`config.mk`:
```
export PLATFORM = sky130hd
export DESIGN_NAME = nlp_div
export DESIGN_NICKNAME = d
export VERILOG_FILES = /design/src/hdl/nlp_pkg.sv /design/src/hdl/nlp_div.sv
export SDC_FILE = /design/constraint.sdc
export NUM_CORES = 1
export LEC_CHECK = 0
export BUFFER_PORTS_ARGS = -buffer_cell sky130_fd_sc_hd__clkbuf_2
export CORE_MARGIN = 3
export CORE_UTILIZATION = 25
export CTS_BUF_LIST = sky130_fd_sc_hd__clkbuf_4
export DETAILED_ROUTE_END_ITERATION = 10
export PLACE_DENSITY = 0.52
export SYNTH_ARGS = -nofsm -noshare
export SYNTH_HDL_FRONTEND = slang
export SYNTH_SLANG_ARGS = --single-unit
```
`constraint.sdc`:
```
create_clock -name clock -period 2.6 [get_ports clock]
set_input_delay 0.52 -clock clock [delete_from_list [all_inputs] [get_ports clock]]
set_output_delay 0.52 -clock clock [all_outputs]
set_load 0.01 [all_outputs]
```
`src/hdl/nlp_pkg.sv`:
```
package nlp_pkg;

   localparam int SAMPLE_W   = 16;
   localparam int TAP_W      = 24;
   localparam int ERR_W      = 17;
   localparam int KIND_W     = 2;
   localparam int CSR_IDX_W  = 3;
   localparam int CSR_DATA_W = 24;
   localparam int THR_W      = 15;
   localparam int SHIFT_W    = 4;

   // window magnitude sum, four roots of at most 46341
   localparam int TOT_W      = 18;
   // square root unit: radicand and root
   localparam int RAD_SQ_W   = 34;
   localparam int ROOT_W     = 17;
   localparam int SQ_CNT_W   = 5;
   // divider: rounded magnitude of the scaled correlation
   localparam int NUM_W      = 48;
   localparam int DIV_CNT_W  = 6;

   localparam logic [KIND_W-1:0] KIND_PASS  = 2'd0;
   localparam logic [KIND_W-1:0] KIND_GATED = 2'd1;
   localparam logic [KIND_W-1:0] KIND_PRED  = 2'd2;

   localparam logic [CSR_IDX_W-1:0] CSR_INIT_TAP_0   = 3'd0;
   localparam logic [CSR_IDX_W-1:0] CSR_THRESHOLD    = 3'd4;
   localparam logic [CSR_IDX_W-1:0] CSR_SMOOTH_SHIFT = 3'd5;

   localparam logic [THR_W-1:0]   THRESHOLD_RST = 15'd3277;
   localparam logic [SHIFT_W-1:0] SHIFT_RST     = 4'd5;
   localparam logic [ERR_W-1:0]   ERR_MAX       = 17'h1FFFF;

   localparam logic signed [TAP_W-1:0] INIT_TAP_RST [4] = '{
      24'sd1048576, 24'sd0, 24'sd0, 24'sd0
   };

   typedef struct packed {
      logic signed [TAP_W-1:0] re;
      logic signed [TAP_W-1:0] im;
   } tap_type;

   typedef struct packed {
      logic                    rotate;
      logic                    load;
      logic signed [TAP_W-1:0] load_re;
   } tap_ctl_type;

endpackage

```
`src/hdl/nlp_div.sv`:
```
module nlp_div (
   input  logic                            clock,
   input  logic                            reset,
   input  logic                            start,
   input  logic [nlp_pkg::NUM_W-1:0]       num,
   input  logic [nlp_pkg::TOT_W-1:0]       den,
   output logic                            done,
   output logic [nlp_pkg::NUM_W-1:0]       quo
);

   localparam int REM_W = nlp_pkg::TOT_W + 1;

   logic [nlp_pkg::NUM_W-1:0]     num_ff, num_in;
   logic [nlp_pkg::NUM_W-1:0]     quo_ff, quo_in;
   logic [nlp_pkg::TOT_W-1:0]     den_ff, den_in;
   logic [REM_W-1:0]              rem_ff, rem_in;
   logic [nlp_pkg::DIV_CNT_W-1:0] cnt_ff, cnt_in;
   logic                          busy_ff, busy_in;
   logic                          done_ff, done_in;
   logic [REM_W-1:0]              rem_t;

   always_comb begin
      num_in  = num_ff;
      quo_in  = quo_ff;
      den_in  = den_ff;
      rem_in  = rem_ff;
      cnt_in  = cnt_ff;
      busy_in = busy_ff;
      done_in = 1'b0;
      rem_t   = {rem_ff[REM_W-2:0], num_ff[nlp_pkg::NUM_W-1]};
      if (start) begin
         num_in  = num;
         den_in  = den;
         quo_in  = '0;
         rem_in  = '0;
         cnt_in  = nlp_pkg::DIV_CNT_W'(nlp_pkg::NUM_W - 1);
         busy_in = 1'b1;
      end else if (busy_ff) begin
         // restoring division, one quotient bit per cycle
         if (rem_t >= {1'b0, den_ff}) begin
            rem_in = rem_t - {1'b0, den_ff};
            quo_in = {quo_ff[nlp_pkg::NUM_W-2:0], 1'b1};
         end else begin
            rem_in = rem_t;
            quo_in = {quo_ff[nlp_pkg::NUM_W-2:0], 1'b0};
         end
         num_in = {num_ff[nlp_pkg::NUM_W-2:0], 1'b0};
         cnt_in = cnt_ff - 1'b1;
         if (cnt_ff == '0) begin
            busy_in = 1'b0;
            done_in = 1'b1;
         end
      end
   end

   always_ff @(posedge clock) begin
      num_ff <= num_in;
      quo_ff <= quo_in;
      den_ff <= den_in;
      rem_ff <= rem_in;
      cnt_ff <= cnt_in;
      if (reset) begin
         busy_ff <= 1'b0;
         done_ff <= 1'b0;
      end else begin
         busy_ff <= busy_in;
         done_ff <= done_in;
      end
   end

   assign done = done_ff;
   assign quo  = quo_ff;

endmodule

```
==> reports/metrics.csv <==
metric,value,unit
outcome,completed,
die_w,164.9,µm
synth-edff-count,66,
wl_per_cell,13.94,µm
yosysUniqueCellTypes,52,
yosysSeqAreaShare,54.89,%
crit_type,register to register,
fin_nets,749,
slew_headroom,47.10,%
cts_tree,built,
vias_per_cell,4.292,
antenna_found_initial,0,
setup_violations,0,
netlist_area,6310,µm²
r2r_cells,10,
worstMarginPinSlew,0.7935,ns
row_count,57,
grt.busiest_layer,met2,
required,3.01,ns
route.detailed.drc,0,
diodes,0,
setup.worst_path.end_class,register,
clk_pin_slew,0.13,ns
drive_gt1_share,34.97,%
initial_utilization,25.72,%
cts_buffers,17,
rsz0062_at_grt,true,
antenna_left,0,
grtUsageMet1,13.08,%
yosysWarnings,0,
insertion_delay,0.55,ns
dpl_cell_area,7315,µm²
period_share,92.94,%
layout.cells.non_filler,996,
fin_ws,0.1836,ns
grtUsageTotal,10.70,%
gr-total-overflow,0,
p_leak,3.162,nW
num_vias,4275,
core_area,24530,µm²
n_fill_cell,2574,
tns,0,ns
netlist.area_leader.share,31.41,%
clkSinkCount,140,
grt_pass1_wl,22.65,mm
place_hpwl,9.448,mm
hold_violations,0,
crit_path_start_kind,register,
avgSynthCellArea,11.91,µm²
dp_slack,0.02706,ns
fin_skew,0.01919,ns
global_route.usage.met2,17.78,%
final_core_util,31.28,%
gp_congestion,0.7656,
final_cell_area,7675,µm²
ys.flop_type,dfxtp_1,
p_per_area,610.6,nW/µm²
first_pass_iters,4,
slew_viol_final,0,
hold_depth,2,
p_total,4.686,mW
die_h,164.9,µm
synth_seq_cells,140,
crit_arrival,2.83,ns
yosys.area.top_type,edfxtp_1,
worst-path-max-fanout,5,
clockBufferDepth,2,
cts_max_level,4,
placedCellCount,962,
cap_violations,0,
hold_class,primary input to register,
synthTopCellsByArea,"edfxtp_1 31%, dfxtp_1 23%, mux2i_1 9.2%",
ctsHoldBuffers,0,
period_needed,2.416,ns
fmax,413.8,MHz
synth.most_common_cell,dfxtp_1,
syn_nets,620,
use_met3,3.888,%
ios,118,
drt_iter0_drc,168,
ys_top_cells_by_count,"74 x dfxtp_1, 66 x edfxtp_1, 66 x nor2_1",
syn_to_final_growth,21.63,%
dieArea,27180,µm²
io_buffers,117,
grt_max_degree,66,
async_reset_ff_share,0,%
worst_hold_slack,0.1364,ns
grt_pass1_vias,4406,
finalWirelength,13.88,mm
cts-root-buf,clkbuf_4,
syn_inst,530,
irDropWorstVdd,0.0003018,V
==> layout by cell type (no fill, tap or decap), drive strengths merged, types with 2 or more instances in the layout <==
master / n
nor3: 7
nand2: 23
nor2b: 2
a221oi: 2
inv: 31
buf: 18
clkbuf: 133
nor2: 66
and2: 6
and3: 2
bufinv: 3
a21o: 6
o21a: 3
xor2: 5
edfxtp: 66
mux2i: 58
nand2b: 8
nand3: 7
mux2: 47
dfxtp: 74
nand3b: 2
ha: 20
o21bai: 3
o21ai: 15
a211oi: 13
a31oi: 5
and4: 2
a32oi: 3
xnor2: 14
clkinv: 3
a21oi: 14
==> routing by layer <==
layer / vias to the layer above / wire length, µm / share of wire, %
met4: 0 / 136 / 0.98
met5: - / 0 / 0
met3: 10 / 720 / 5.2
met2: 68 / 6770 / 49
li1: 2162 / - / -
met1: 2035 / 6257 / 45
==> cell families after synthesis <==
kind of cell | count (synthesis) | synth area share, %
flops | 140 | 54.89
simple gates | 128 | 9.360
buf+inv | 48 | 3.450
fa+ha+maj | 21 | 4.283
compound gates | 69 | 7.793
xor+xnor | 19 | 2.637
mux | 105 | 17.59
==> final timing paths <==
path	startpoint	to	slack [ns]
min	reset	busy_ff$_SDFF_PP0_	0.14
max	den_ff[4]$_DFFE_PP_	rem_ff[9]$_SDFFE_PP0P_	0.18
max reg2reg	den_ff[4]$_DFFE_PP_	rem_ff[9]$_SDFFE_PP0P_	0.18
min reg2reg	rem_ff[12]$_SDFFE_PP0P_	rem_ff[12]$_SDFFE_PP0P_	0.50
==> flip-flops by register name, summed over array words and instances, names as in the netlist <==
name / flops
den_ff: 18
done: 1
rem_ff: 18
busy_ff: 1
cnt_ff: 6
num_ff: 48
quo: 48
==> critical path, cell delays in order, from the launching register on <==
cell	delay, ns
edfxtp_1	0.35
inv_1	0.04
ha_1	0.36
nand3_1	0.12
o21bai_4	0.20
a211oi_2	0.33
nand4bb_2	0.20
buf_4	0.14
nand2_1	0.20
a32oi_1	0.25
o21ai_0	0.10
==> repair_timing <==
item                                    CTS  global route
buffers inserted                          0             1
endpoints found under the setup margin    1            10
gates cloned                              0             1
hold endpoints to repair                  0             0
pin swaps                                 0             7
resized for setup                         1             4
==> where the power goes <==
part	switching (mW)	total, mW	internal, mW
Clock	0.922	1.63	0.704
Combinational	0.288	0.561	0.273
Sequential	0.0507	2.50	2.45
Total	1.26	4.69	3.43
==> cell type report <==
type / count / area (µm²) / share of cell area, %
timing repair buffer: 134 / 728.2 / 9.488
tap: 324 / 405.4 / 5.282
sequential: 140 / 3467 / 45.17
clock inverter: 15 / 198.9 / 2.592
inverter: 23 / 90.09 / 1.174
multi-input combinational: 343 / 2658 / 34.63
clock buffer: 17 / 127.6 / 1.663
Note: power is estimated with default switching activity, not from simulation.
