==> src/hdl/nlp_pkg.sv <==
package nlp_pkg;

   localparam int SAMPLE_W   = 16;
   localparam int TAP_W      = 24;
   localparam int ERR_W      = 17;
   localparam int KIND_W     = 2;
   localparam int CSR_IDX_W  = 3;
   localparam int CSR_DATA_W = 24;
   localparam int THR_W      = 15;
   localparam int SHIFT_W    = 4;

   // window magnitude sum, four roots of at most 46341
   localparam int TOT_W      = 18;
   // square root unit: radicand and root
   localparam int RAD_SQ_W   = 34;
   localparam int ROOT_W     = 17;
   localparam int SQ_CNT_W   = 5;
   // divider: rounded magnitude of the scaled correlation
   localparam int NUM_W      = 48;
   localparam int DIV_CNT_W  = 6;

   localparam logic [KIND_W-1:0] KIND_PASS  = 2'd0;
   localparam logic [KIND_W-1:0] KIND_GATED = 2'd1;
   localparam logic [KIND_W-1:0] KIND_PRED  = 2'd2;

   localparam logic [CSR_IDX_W-1:0] CSR_INIT_TAP_0   = 3'd0;
   localparam logic [CSR_IDX_W-1:0] CSR_THRESHOLD    = 3'd4;
   localparam logic [CSR_IDX_W-1:0] CSR_SMOOTH_SHIFT = 3'd5;

   localparam logic [THR_W-1:0]   THRESHOLD_RST = 15'd3277;
   localparam logic [SHIFT_W-1:0] SHIFT_RST     = 4'd5;
   localparam logic [ERR_W-1:0]   ERR_MAX       = 17'h1FFFF;

   localparam logic signed [TAP_W-1:0] INIT_TAP_RST [4] = '{
      24'sd1048576, 24'sd0, 24'sd0, 24'sd0
   };

   typedef struct packed {
      logic signed [TAP_W-1:0] re;
      logic signed [TAP_W-1:0] im;
   } tap_type;

   typedef struct packed {
      logic                    rotate;
      logic                    load;
      logic signed [TAP_W-1:0] load_re;
   } tap_ctl_type;

endpackage

==> src/hdl/nlp_sqrt.sv <==
module nlp_sqrt (
   input  logic                             clock,
   input  logic                             reset,
   input  logic                             start,
   input  logic [nlp_pkg::RAD_SQ_W-1:0]     radicand,
   output logic                             done,
   output logic [nlp_pkg::ROOT_W-1:0]       root
);

   localparam int REM_W = nlp_pkg::ROOT_W + 3;

   logic [nlp_pkg::RAD_SQ_W-1:0] rad_ff, rad_in;
   logic [REM_W-1:0]             rem_ff, rem_in;
   logic [nlp_pkg::ROOT_W-1:0]   root_ff, root_in;
   logic [nlp_pkg::SQ_CNT_W-1:0] cnt_ff, cnt_in;
   logic                         busy_ff, busy_in;
   logic                         done_ff, done_in;
   logic [REM_W-1:0]             rem_t, trial;

   always_comb begin
      rad_in  = rad_ff;
      rem_in  = rem_ff;
      root_in = root_ff;
      cnt_in  = cnt_ff;
      busy_in = busy_ff;
      done_in = 1'b0;
      rem_t   = {rem_ff[REM_W-3:0], rad_ff[nlp_pkg::RAD_SQ_W-1 -: 2]};
      trial   = {1'b0, root_ff, 2'b01};
      if (start) begin
         rad_in  = radicand;
         rem_in  = '0;
         root_in = '0;
         cnt_in  = nlp_pkg::SQ_CNT_W'(nlp_pkg::ROOT_W - 1);
         busy_in = 1'b1;
      end else if (busy_ff) begin
         // one root bit per cycle
         if (rem_t >= trial) begin
            rem_in  = rem_t - trial;
            root_in = {root_ff[nlp_pkg::ROOT_W-2:0], 1'b1};
         end else begin
            rem_in  = rem_t;
            root_in = {root_ff[nlp_pkg::ROOT_W-2:0], 1'b0};
         end
         rad_in = {rad_ff[nlp_pkg::RAD_SQ_W-3:0], 2'b00};
         cnt_in = cnt_ff - 1'b1;
         if (cnt_ff == '0) begin
            busy_in = 1'b0;
            done_in = 1'b1;
         end
      end
   end

   always_ff @(posedge clock) begin
      rad_ff  <= rad_in;
      rem_ff  <= rem_in;
      root_ff <= root_in;
      cnt_ff  <= cnt_in;
      if (reset) begin
         busy_ff <= 1'b0;
         done_ff <= 1'b0;
      end else begin
         busy_ff <= busy_in;
         done_ff <= done_in;
      end
   end

   assign done = done_ff;
   assign root = root_ff;

endmodule

==> config.mk <==
export PLATFORM = sky130hd
export DESIGN_NAME = nlp_sqrt
export DESIGN_NICKNAME = d
export VERILOG_FILES = /design/src/hdl/nlp_pkg.sv /design/src/hdl/nlp_sqrt.sv
export SDC_FILE = /design/constraint.sdc
export NUM_CORES = 1
export LEC_CHECK = 0
export ABC_AREA = 1
export BUFFER_PORTS_ARGS = -buffer_cell sky130_fd_sc_hd__clkbuf_2
export CORE_MARGIN = 3
export CORE_UTILIZATION = 23
export CTS_CLUSTER_DIAMETER = 120
export DETAILED_ROUTE_END_ITERATION = 6
export GPL_TIMING_DRIVEN = 0
export MAX_ROUTING_LAYER = met4
export PLACE_DENSITY = 0.47
export SKIP_CTS_REPAIR_TIMING = 1
export SLEW_MARGIN = 10
export SYNTH_ARGS = -nofsm -noshare
export SYNTH_HDL_FRONTEND = slang
export SYNTH_SLANG_ARGS = --single-unit
==> constraint.sdc <==
create_clock -name clock -period 2.14 [get_ports clock]
set_input_delay 0.214 -clock clock [delete_from_list [all_inputs] [get_ports clock]]
set_output_delay 0.214 -clock clock [all_outputs]
set_load 0.005 [all_outputs]
==> impl_metrics.csv <==
group,metric,value,unit
yosys,synthesis.area,4320,um2
cells_and_area,number_of_nets_in_the_layout,708,
sta,fmax,506,MHz
route,number_of_antenna_violating_nets_in_the_routed_design,0,
yosys,yosys_warnings,0,
cts,cts-htree-levels,3,
setup_path,critical_path.cell_chain,"inv_1 -> ha_4 -> nand2_1 -> inv_1 -> nand2_1 -> nand2_1 -> nand2_1 -> nand3_2 -> nand2_4 -> clkbuf_4 -> nand3b_1 -> nand3_2 -> nand2_1",
cts,max-clock-path-buffers,2,
yosys,synth_top_cells_by_count,"nand2_1, inv_1, dfxtp_1",
cts,cts_root_buffer,"clkbuf_16",
route,met1_length,5650,um
yosys,yosys.cell_count.top_type,"nand2_1",
route,met3_length,448,um
yosys,synth_edf_count,34,
floorplan,die_area,20500,um2
sta,hold_viol_final,0,
yosys,synth.mux.area_fraction,0,%
setup_path,timing.reg2reg.setup_slack,0.16,ns
yosys,synth_top_family_by_area,"simple AND/OR/NAND/NOR gates",
setup_path,worst_ep_required_time,2.38,ns
setup_path,setup.worst_path.end_class,"register",
global_route,number_of_antenna_violations_at_the_first_check_in_global_routing,0,
setup_path,worstSetupStartpointType,"register",
sta,final_max_slew_viol_count,0,
yosys,synth.distinct_cells,32,
cts,numCtsBuffers,9,
sta,max-slew-margin-rel,60.2,%
hold_path,hold_class,"in -> reg",
sta,skew,0.0110,ns
yosys,synthFlopType,"dfxtp_1",
route,route.met2.wl,5300,um
yosys,synthArstFlopShare,0,%
floorplan,fp.dieW,143,um
place,dp_hpwl,8670,um
setup_path,critical_path.slowest_cell,"dfxtp_1",
sta,post-route-min-period,1.98,ns
sta,worst-slew-pin-transition,0.597,ns
place,numPortBuffers,54,
yosys,ys_top_cells_by_area,"edfxtp_1, nand2_1, dfxtp_1",
route,highest_layer,"met4",
cells_and_area,antenna_cells,0,
cells_and_area,area_grow_syn2layout,26.1,%
cells_and_area,drive_above_1_share,20.4,%
sta,timing.final.crit_share,92.4,%
cts,tritoncts_num_sinks,76,
yosys,synth_top_cell_area_share,23.6,%
yosys,synth.net_count,640,
floorplan,initial_core_util,23.7,%
setup_path,worst-setup-path-type,"reg -> reg",
global_route,grt_pass1_vias,3709,
yosys,synthDominantAreaCellType,"edfxtp_1",
run,timing.max_cap.violations,0,
setup_path,worst_path_most_repeated_cell,"nand2_1",
cts,clk_transition_reported_paths,0.06,ns
sta,finalSetupViolCount,0,
floorplan,die_y,143,um
route,wirelength,11600,um
global_route,gr-total-overflow,0,
yosys,synth_compound_area_share,5.15,%
route,drt_pass1_iterations,4,
power_and_ir_drop,total_power,7.60,mW
cells_and_area,non_filler_instances,885,
setup_path,crit_arrival,2.21,ns
yosys,postSynthCellCount,583,
yosys,post_synth_fa_ha_maj_area_fraction,5.79,%
place,dp.cells,867,
cts,cts_tree,"yes",
global_route,maximum_number_of_pins_on_one_net_before_global_route_repair,37,
global_route,grt_first_pass_wirelength,18900,um
global_route,groute.usage.overall,12.2,%
yosys,flops_latches_synth,76,
yosys,postSynthAreaPerCell,7.41,um2
cts,clock_insertion_delay_worst_skew,0.35,ns
floorplan,core_area,18200,um2
setup_path,crit_family,"simple AND/OR/NAND/NOR gates",
yosys,yosys.area_share.simple,36.1,%
floorplan,top_level_ports,55,
place,finalWeightedCongestion,0.857,
power_and_ir_drop,power.leakage,2.65,nW
route,vias_per_cell,4.23,
route,total_drc_errors_in_the_routed_layout,0,
setup_path,worst-path-max-fanout,10,
yosys,synthXorXnorAreaFrac,1.42,%
floorplan,floorplan.rows,49,
setup_path,slowest_delay,0.34,ns
route,num_vias,3746,
power_and_ir_drop,ir_drop,0.504,mV
route,route.detailed.wl_per_inst,13.1,um
outcome,status,"finished clean",
route,drt_iter0_markers,197,
yosys,yosysSeqAreaShare,43.1,%
setup_path,worstPathBufferInverterCount,3,
power_and_ir_drop,power_per_cell_area,1400,nW/um2
==> area by class of cell <==
type / count / area, um2
Inverter: 75 / 282
Multi-Input combinational cell: 416 / 2290
Tap cell: 229 / 287
Buffer: 16 / 87.6
Timing Repair Buffer: 57 / 305
Clock inverter: 4 / 70.1
Clock buffer: 12 / 268
Sequential cell: 76 / 1860
Fill cell: 1951 / 12800
==> flip-flops by register name, indices dropped and copies added, names as in the netlist <==
| name | cells |
|---|---|
| cnt_ff | 5 |
| done | 1 |
| root | 17 |
| busy_ff | 1 |
| rad_ff | 34 |
| rem_ff | 18 |
==> cells in the final DEF (no fill, tap or decap), types with 3 or more instances in the layout <==
master	count
ha_1	4
ha_4	13
clkbuf_2	54
buf_2	3
inv_2	3
edfxtp_1	34
nand2_4	3
o21ai_0	5
xnor2_1	5
nor2_4	4
inv_1	70
nand2_1	250
ha_2	3
dfxtp_1	42
nand3_2	12
nand3_1	21
nand3b_1	12
nand2_2	14
clkbuf_1	9
nor3_1	7
nor2_1	21
o22ai_1	17
clkbuf_16	10
a21oi_1	11
nand4_1	4
==> logic make-up (layout without fill, tap and decap cells) <==
group	after synthesis	in the layout
simple gates	351	351
buf+inv	91	164
flops	76	76
compound gates	38	38
fa+ha+maj	20	20
xor+xnor	7	7
==> path summary, 6_finish.rpt <==
kind	start	endpoint	cells past startpoint
min	reset	done	2
max	root[5]	rem_ff[9]	13
max reg2reg	root[5]	rem_ff[9]	13
min reg2reg	rem_ff[17]	rem_ff[17]	2
==> power breakdown <==
group	internal (mW)	leakage, nW	total (mW)	switching [mW]
combinational	1.53	1.79	3.98	2.45
sequential	1.72	0.692	1.86	0.141
clock	1.12	0.168	1.75	0.633
total	4.38	2.65	7.60	3.22
==> per-stage QoR <==
step / hold slack (ns) / TNS, ns / utilization (%) / setup WS [ns] / area, um2
after floorplan: 0.293 / 0 / - / 0.0150 / 4320
after global placement: 0.405 / -34.18 / 26.8 / -0.810 / 4880
after detailed placement: 0.413 / -0.00417 / 26.9 / -0.00417 / 4900
after CTS: 0.0434 / -0.0480 / 28.8 / -0.0181 / 5240
after global routing: 0.0633 / -0.0151 / 29.9 / -0.00908 / 5450
final: 0.0521 / 0 / 29.9 / 0.164 / 5450
==> worst register-to-register path, stage by stage (launching register included) <==
cell and delay, ns:
dfxtp_1 0.34, inv_1 0.12, ha_4 0.28, nand2_1 0.12, inv_1 0.07, nand2_1 0.07, nand2_1 0.07, nand2_1 0.09
nand3_2 0.11, nand2_4 0.11, clkbuf_4 0.23, nand3b_1 0.11, nand3_2 0.09, nand2_1 0.05
==> metal layers <==
metal	global-route usage (%)	vias up
li1	-	1987
met1	15.8	1677
met2	19.0	68
met3	1.77	14
met4	5.20	0
met5	-	-
Note: power is estimated with default switching activity, not from simulation.
