==> src/hdl/nlp_pkg.sv <==
package nlp_pkg;

   localparam int SAMPLE_W   = 16;
   localparam int TAP_W      = 24;
   localparam int ERR_W      = 17;
   localparam int KIND_W     = 2;
   localparam int CSR_IDX_W  = 3;
   localparam int CSR_DATA_W = 24;
   localparam int THR_W      = 15;
   localparam int SHIFT_W    = 4;

   // window magnitude sum, four roots of at most 46341
   localparam int TOT_W      = 18;
   // square root unit: radicand and root
   localparam int RAD_SQ_W   = 34;
   localparam int ROOT_W     = 17;
   localparam int SQ_CNT_W   = 5;
   // divider: rounded magnitude of the scaled correlation
   localparam int NUM_W      = 48;
   localparam int DIV_CNT_W  = 6;

   localparam logic [KIND_W-1:0] KIND_PASS  = 2'd0;
   localparam logic [KIND_W-1:0] KIND_GATED = 2'd1;
   localparam logic [KIND_W-1:0] KIND_PRED  = 2'd2;

   localparam logic [CSR_IDX_W-1:0] CSR_INIT_TAP_0   = 3'd0;
   localparam logic [CSR_IDX_W-1:0] CSR_THRESHOLD    = 3'd4;
   localparam logic [CSR_IDX_W-1:0] CSR_SMOOTH_SHIFT = 3'd5;

   localparam logic [THR_W-1:0]   THRESHOLD_RST = 15'd3277;
   localparam logic [SHIFT_W-1:0] SHIFT_RST     = 4'd5;
   localparam logic [ERR_W-1:0]   ERR_MAX       = 17'h1FFFF;

   localparam logic signed [TAP_W-1:0] INIT_TAP_RST [4] = '{
      24'sd1048576, 24'sd0, 24'sd0, 24'sd0
   };

   typedef struct packed {
      logic signed [TAP_W-1:0] re;
      logic signed [TAP_W-1:0] im;
   } tap_type;

   typedef struct packed {
      logic                    rotate;
      logic                    load;
      logic signed [TAP_W-1:0] load_re;
   } tap_ctl_type;

endpackage

==> src/hdl/nlp_tap_cell.sv <==
module nlp_tap_cell (
   input  logic                                clock,
   input  logic                                reset,
   input  logic signed [nlp_pkg::TAP_W-1:0]    rst_re,
   input  nlp_pkg::tap_ctl_type                ctl,
   input  nlp_pkg::tap_type                    nbr,
   output nlp_pkg::tap_type                    tap
);

   nlp_pkg::tap_type tap_ff, tap_in;

   always_comb begin
      tap_in = tap_ff;
      if (ctl.load) begin
         tap_in.re = ctl.load_re;
         tap_in.im = '0;
      end else if (ctl.rotate) begin
         // advance one place toward the head of the ring
         tap_in = nbr;
      end
   end

   always_ff @(posedge clock) begin
      if (reset) begin
         tap_ff.re <= rst_re;
         tap_ff.im <= '0;
      end else begin
         tap_ff <= tap_in;
      end
   end

   assign tap = tap_ff;

endmodule

==> config.mk <==
export PLATFORM = sky130hd
export DESIGN_NAME = nlp_tap_cell
export DESIGN_NICKNAME = d
export VERILOG_FILES = /design/src/hdl/nlp_pkg.sv /design/src/hdl/nlp_tap_cell.sv
export SDC_FILE = /design/constraint.sdc
export NUM_CORES = 1
export LEC_CHECK = 0
export ABC_CLOCK_PERIOD_IN_PS = 2800
export BUFFER_PORTS_ARGS = -buffer_cell sky130_fd_sc_hd__buf_2
export CORE_UTILIZATION = 45
export DETAILED_ROUTE_END_ITERATION = 8
export PLACE_DENSITY = 0.85
export SLEW_MARGIN = 10
export SYNTH_ARGS = -nofsm -noshare
export SYNTH_HDL_FRONTEND = slang
export SYNTH_SLANG_ARGS = --single-unit
==> constraint.sdc <==
create_clock -name clock -period 2.8 [get_ports clock]
set_input_delay 0.14 -clock clock [delete_from_list [all_inputs] [get_ports clock]]
set_output_delay 0.14 -clock clock [all_outputs]
set_load 0.05 [all_outputs]
==> results of run 1 <==
## power groups by stage
stage | sequential [mW] | combinational, mW | clock, mW
2_1_floorplan | 1.02 | 0.116 | 0
3_3_place_gp | 0.827 | 0.429 | 0
3_5_place_dp | 0.828 | 0.435 | 0
4_1_cts | 0.813 | 0.435 | 0.578
5_1_grt | 0.817 | 0.459 | 0.602
6_report | 0.812 | 0.432 | 0.559
## cell usage after synthesis
cell,n
edfxtp_1,24
clkbuf_1,4
nor2_1,24
buf_4,3
mux2i_1,24
buf_2,7
buf_6,5
or3_1,1
dfxtp_1,24
a21oi_1,48
or2_1,1
nor2b_1,24
nand3b_1,24
## cells by family after synthesis
group | after synthesis | share of synthesized area [%]
buffers and inverters | 19 | 5.74
and+or+nand+nor | 74 | 19.3
DFF | 48 | 53.5
AOI/OAI and AO/OA | 48 | 10.7
muxes | 24 | 10.7
## worst max-delay path: stages
cell and delay [ps]:
buf_2 550, or3_1 490, buf_4 300
## routing by layer
layer  global-route usage [%]  up-vias
met3                     5.39        7
met1                     23.3      840
met4                     6.10        0
met2                     34.2      107
li1                         -     1022
met5                        0        -
## final cells by class
type,instances,area (um2),area share (%)
multi-input combinational,146,913,29.5
clock buffer,8,144,4.64
tap,67,83.8,2.70
sequential,48,1200,38.7
timing repair buffer,150,758,24.5
## layout by cell type, fill, tap and decap left out
cell       instances
buf_4              3
nor2_1            24
dfxtp_1           24
or3_1              1
mux2i_1           24
clkbuf_8           5
edfxtp_1          24
nor2b_1           24
or2_1              1
a21oi_1           48
buf_2            147
nand3b_1          24
clkbuf_16          3
## stage by stage
stage / instances / util, % / worst slack, ps / total power [mW]
finish: 419 / 65.2 / 1300 / 1.80
global route: 419 / 65.2 / 1180 / 1.88
CTS: 419 / 65.2 / 1300 / 1.83
detailed placement: 411 / 62.2 / 981 / 1.26
global placement: 411 / 62.2 / 1060 / 1.26
floorplan: 213 / - / 1340 / 1.13
## worst paths after layout
check               start  endpoint  slack, ps  depth (start not counted)
setup / recovery    reset   tap[34]       1300                          3
hold / removal     nbr[1]    tap[1]         80                          3
setup reg to reg  tap[17]   tap[17]       2140                          2
hold reg to reg   tap[22]   tap[22]        500                          2
==> reports/summary.txt, run 1 <==
Critical Path AT - 1490 ps
Synthesized area - 2240 um2
Htree depth - 2
Largest area contributor in the netlist - edfxtp_1
Core footprint - 4750 um2
Fillers - 406
Total leakage power - 1.48 nW
Initial Utilization - 47.2%
Synth top area cells - edfxtp_1 32%, dfxtp_1 21%, a21oi_1 11%
Clock buffer count from CTS - 5
Slew headroom - 47.5%
Final Hold Vio Count - 0
DRC violation total after the first TritonRoute iteration - 126
Largest net degree at the start of global routing - 51
Area Growth Syn to Fin - 38.2%
Final Wtd Congestion - 0.748
Area of the die - 5270 um2
First-pass GRT wire length - 7820 um
Unrepaired setup endpoints after global routing - false
Syn Area/Cell - 10.5 um2
Drt pass-1 iters - 4
Pwr/cell area - 582 nW/um2
CTS Hold Bufs - 0
Worst EP required - 2790 ps
Top routing layer used - met4
Number of antenna-violating nets in the routed design - 0
Vias in the first global route - 1732
Clock Sinks - 48
Seq/Total Area, Yosys - 53.5%
Met2 wire len - 2600 um
Share of layout cells above drive strength 1 - 44.9%
Post-CTS setup buffer count - 0
Routed wire length - 5400 um
Tmin final - 1500 ps
Combinational power share - 24.0%
Die X - 72.6 um
Switch share - 29.6%
Final Setup Violations - 0
Seq pwr share - 45.0%
Worst Tran Pin Value - 788 ps
Net Switching - 534 uW
Largest register FFs - 48
Setup crit start kind - input pin
Avg WL per Cell - 12.9 um
Antenna violations before repair - 0
Post-synth top area share - 32.1%
GRT Residual Overflow - 0
Post-Route M1 WL - 2250 um
Critical Path End Type - register
Clk pwr share - 31.0%
#FFs+latches synth - 48
Maximum buffer depth of the clock tree - 2
CTS tree - built
WHS - 77.2 ps
Ant. Diodes - 0
Outcome - completed
Post-Syn Nets - 313
Final Slew Violations - 0
Maximum vdd drop - 0.364 mV
Number of I/O port buffers - 147
Skew final - 0 ps
Die Height - 72.6 um
Clock transition at path regs - 90 ps
Rows - 25
Post-route cell area - 3100 um2
Max-cap violations - 0
Critical path fanouts, max - 50
Root Driver - clkbuf_8
DRC errors left - 0
Global Route Usage Sum - 19.5%
Library cells used by synthesis - 13
Setup TNS - 0 ps
Hold WC Path Type - input pin to register
Cell Int Power - 1.27 mW
Via/cell ratio - 4.72
Crit path kind - input pin to register
Synthesized netlist cell count - 213
Synth Warn # - 0
Final period util - 53.5%
Fmax - 668 MHz
Dpl cell area - 2960 um2
Post-CTS Resized - 0
I/O pin count - 148
Nets - 451
DP Wirelength - 4020 um
Met3 WL post-DR - 496 um
Worst skew pair latency - 290 ps
Vias - 1976
No activity file was read; power rests on OpenSTA's default activity.
==> inputs of run 2 (changes only) <==
--- a/config.mk
+++ b/config.mk
@@ -5,11 +5,11 @@
 export SDC_FILE = /design/constraint.sdc
 export NUM_CORES = 1
 export LEC_CHECK = 0
-export ABC_CLOCK_PERIOD_IN_PS = 2800
+export ABC_CLOCK_PERIOD_IN_PS = 1300
 export BUFFER_PORTS_ARGS = -buffer_cell sky130_fd_sc_hd__buf_2
-export CORE_UTILIZATION = 45
+export CORE_UTILIZATION = 38
 export DETAILED_ROUTE_END_ITERATION = 8
-export PLACE_DENSITY = 0.85
+export PLACE_DENSITY = 0.77
 export SLEW_MARGIN = 10
 export SYNTH_ARGS = -nofsm -noshare
 export SYNTH_HDL_FRONTEND = slang
==> constraint.sdc (replaced) <==
create_clock -name clock -period 1.3 [get_ports clock]
set_input_delay 0.065 -clock clock [delete_from_list [all_inputs] [get_ports clock]]
set_output_delay 0.065 -clock clock [all_outputs]
set_load 0.05 [all_outputs]
==> reports/summary.txt, run 2 (synthesis gave the netlist of run 1 again) <==
Slew headroom - 46.5%
Htree depth - 2
Avg WL per Cell - 12.9 um
Final period util - 75.7%
Setup crit start kind - register
Routed wire length - 5690 um
First-pass GRT wire length - 8570 um
Worst-path cell chain - buf_2
Crit-path slowest cell - dfxtp_1
Outcome - completed
Hold Crit Depth - 3
Final Wtd Congestion - 0.709
Clock Sinks - 48
CP max stage delay - 350 ps
Clock transition at path regs - 90 ps
Worst skew pair latency - 290 ps
Cells after DPL - 418
DRC violation total after the first TritonRoute iteration - 56
Crit path kind - register to output pin
Switch share - 31.5%
Area of the die - 6210 um2
Family with the most delay on the worst path - flip-flops
Post-CTS Resized - 0
Core footprint - 5610 um2
Vias in the first global route - 1906
Rows - 27
Net Switching - 1.16 mW
Worst reg2reg path startpoint - tap[15]
CTS tree - built
End point of the worst hold path - tap[13]
Flop2flop setup slack - 650 ps
Max-cap violations - 0
Antenna violations before repair - 0
Unrepaired setup endpoints after global routing - false
Final Slew Violations - 0
Final Setup Violations - 0
Worst Tran Pin Value - 802 ps
Largest net degree at the start of global routing - 40
Initial Utilization - 40.0%
Combinational power share - 26.3%
Number of I/O port buffers - 147
Final Hold Vio Count - 0
Clock buffer count from CTS - 5
Maximum vdd drop - 0.583 mV
Pwr/cell area - 1140 nW/um2
Die X - 78.8 um
Most common cell after layout, fill and taps aside - buf_2
WHS - 4.57 ps
Worst EP required - 1240 ps
Skew final - 0 ps
Share of layout cells above drive strength 1 - 43.6%
Global Route Usage Sum - 18.1%
Critical Path AT - 920 ps
Fmax - 1020 MHz
Via/cell ratio - 4.71
Cell Int Power - 2.53 mW
Critical Path End Type - output pin
DRC errors left - 0
Number of antenna-violating nets in the routed design - 0
Vias - 2079
Die Height - 78.8 um
Ant. Diodes - 0
DP Wirelength - 3950 um
Reg2reg path depth - 2
Buf/Inv on CP - 1
Most frequent cells in the layout - 147 x buf_2, 48 x a21oi_1
Total leakage power - 1.54 nW
Area Growth Syn to Fin - 44.3%
Final Power - 3.69 mW
Reg2reg end - tap[15]
Post-Layout Cell Count - 441
Dpl cell area - 2980 um2
Nets - 468
Clk pwr share - 26.5%
Maximum buffer depth of the clock tree - 2
Drt pass-1 iters - 4
Setup TNS - 0 ps
Seq pwr share - 47.2%
Tmin final - 985 ps
Post-route cell area - 3240 um2
Largest register FFs - 48
Hold WC Path Type - input pin to register
GRT Residual Overflow - 0
Worst hold start - nbr[13]
I/O pin count - 148
Critical path fanouts, max - 2
Root Driver - clkbuf_8
-- run 2: area by class of cell --
cell class / instances / area [um2]
timing repair buffer: 167 / 923
clock buffer: 6 / 93.8
fill: 489 / 2370
sequential: 48 / 1200
multi-input combinational: 146 / 918
clock inverter: 2 / 11.3
tap: 72 / 90.1
-- run 2: power groups by stage --
stage,clock network (mW),logic (mW),registers [mW]
2_1_floorplan,0,0.252,2.19
3_3_place_gp,0,0.932,1.78
3_5_place_dp,0,0.940,1.78
4_1_cts,1.01,0.973,1.75
5_1_grt,1.07,1.03,1.75
6_report,0.979,0.972,1.74
-- run 2: routing by layer --
layer | vias to the layer above | global-route usage [%] | share of wire, %
li1 | 1053 | - | -
met1 | 919 | 20.9 | 43
met2 | 101 | 31.5 | 46
met3 | 6 | 5.98 | 9.4
met4 | 0 | 6.00 | 1.0
met5 | - | 0 | 0
-- run 2: how the worst max path moves through the flow --
| stage | start | endpoint | slack (ps) | cells after the start |
|---|---|---|---|---|
| final | tap[10] | tap[10] | 320 | 1 |
| after global routing | tap[1] | tap[1] | 260 | 1 |
| after CTS | tap[22] | tap[22] | 310 | 1 |
| after detailed placement | ctl[24] | tap[19] | 20 | 3 |
| after global placement | ctl[24] | tap[18] | 80 | 3 |
| after floorplan | ctl[25] | tap[24] | 180 | 3 |
-- run 2: through the flow --
step / setup slack, ps / util, %
after floorplan: 178 / -
after global placement: 80.3 / 53.2
after detailed placement: 24.5 / 53.2
after CTS: 308 / 57.6
after global routing: 259 / 57.7
final: 315 / 57.7
-- run 2: repair_timing --
item | 4_1_cts | 5_1_grt
hold endpoints to repair | 14 | 1
hold buffers | 14 | 1
setup buffers | 0 | 0
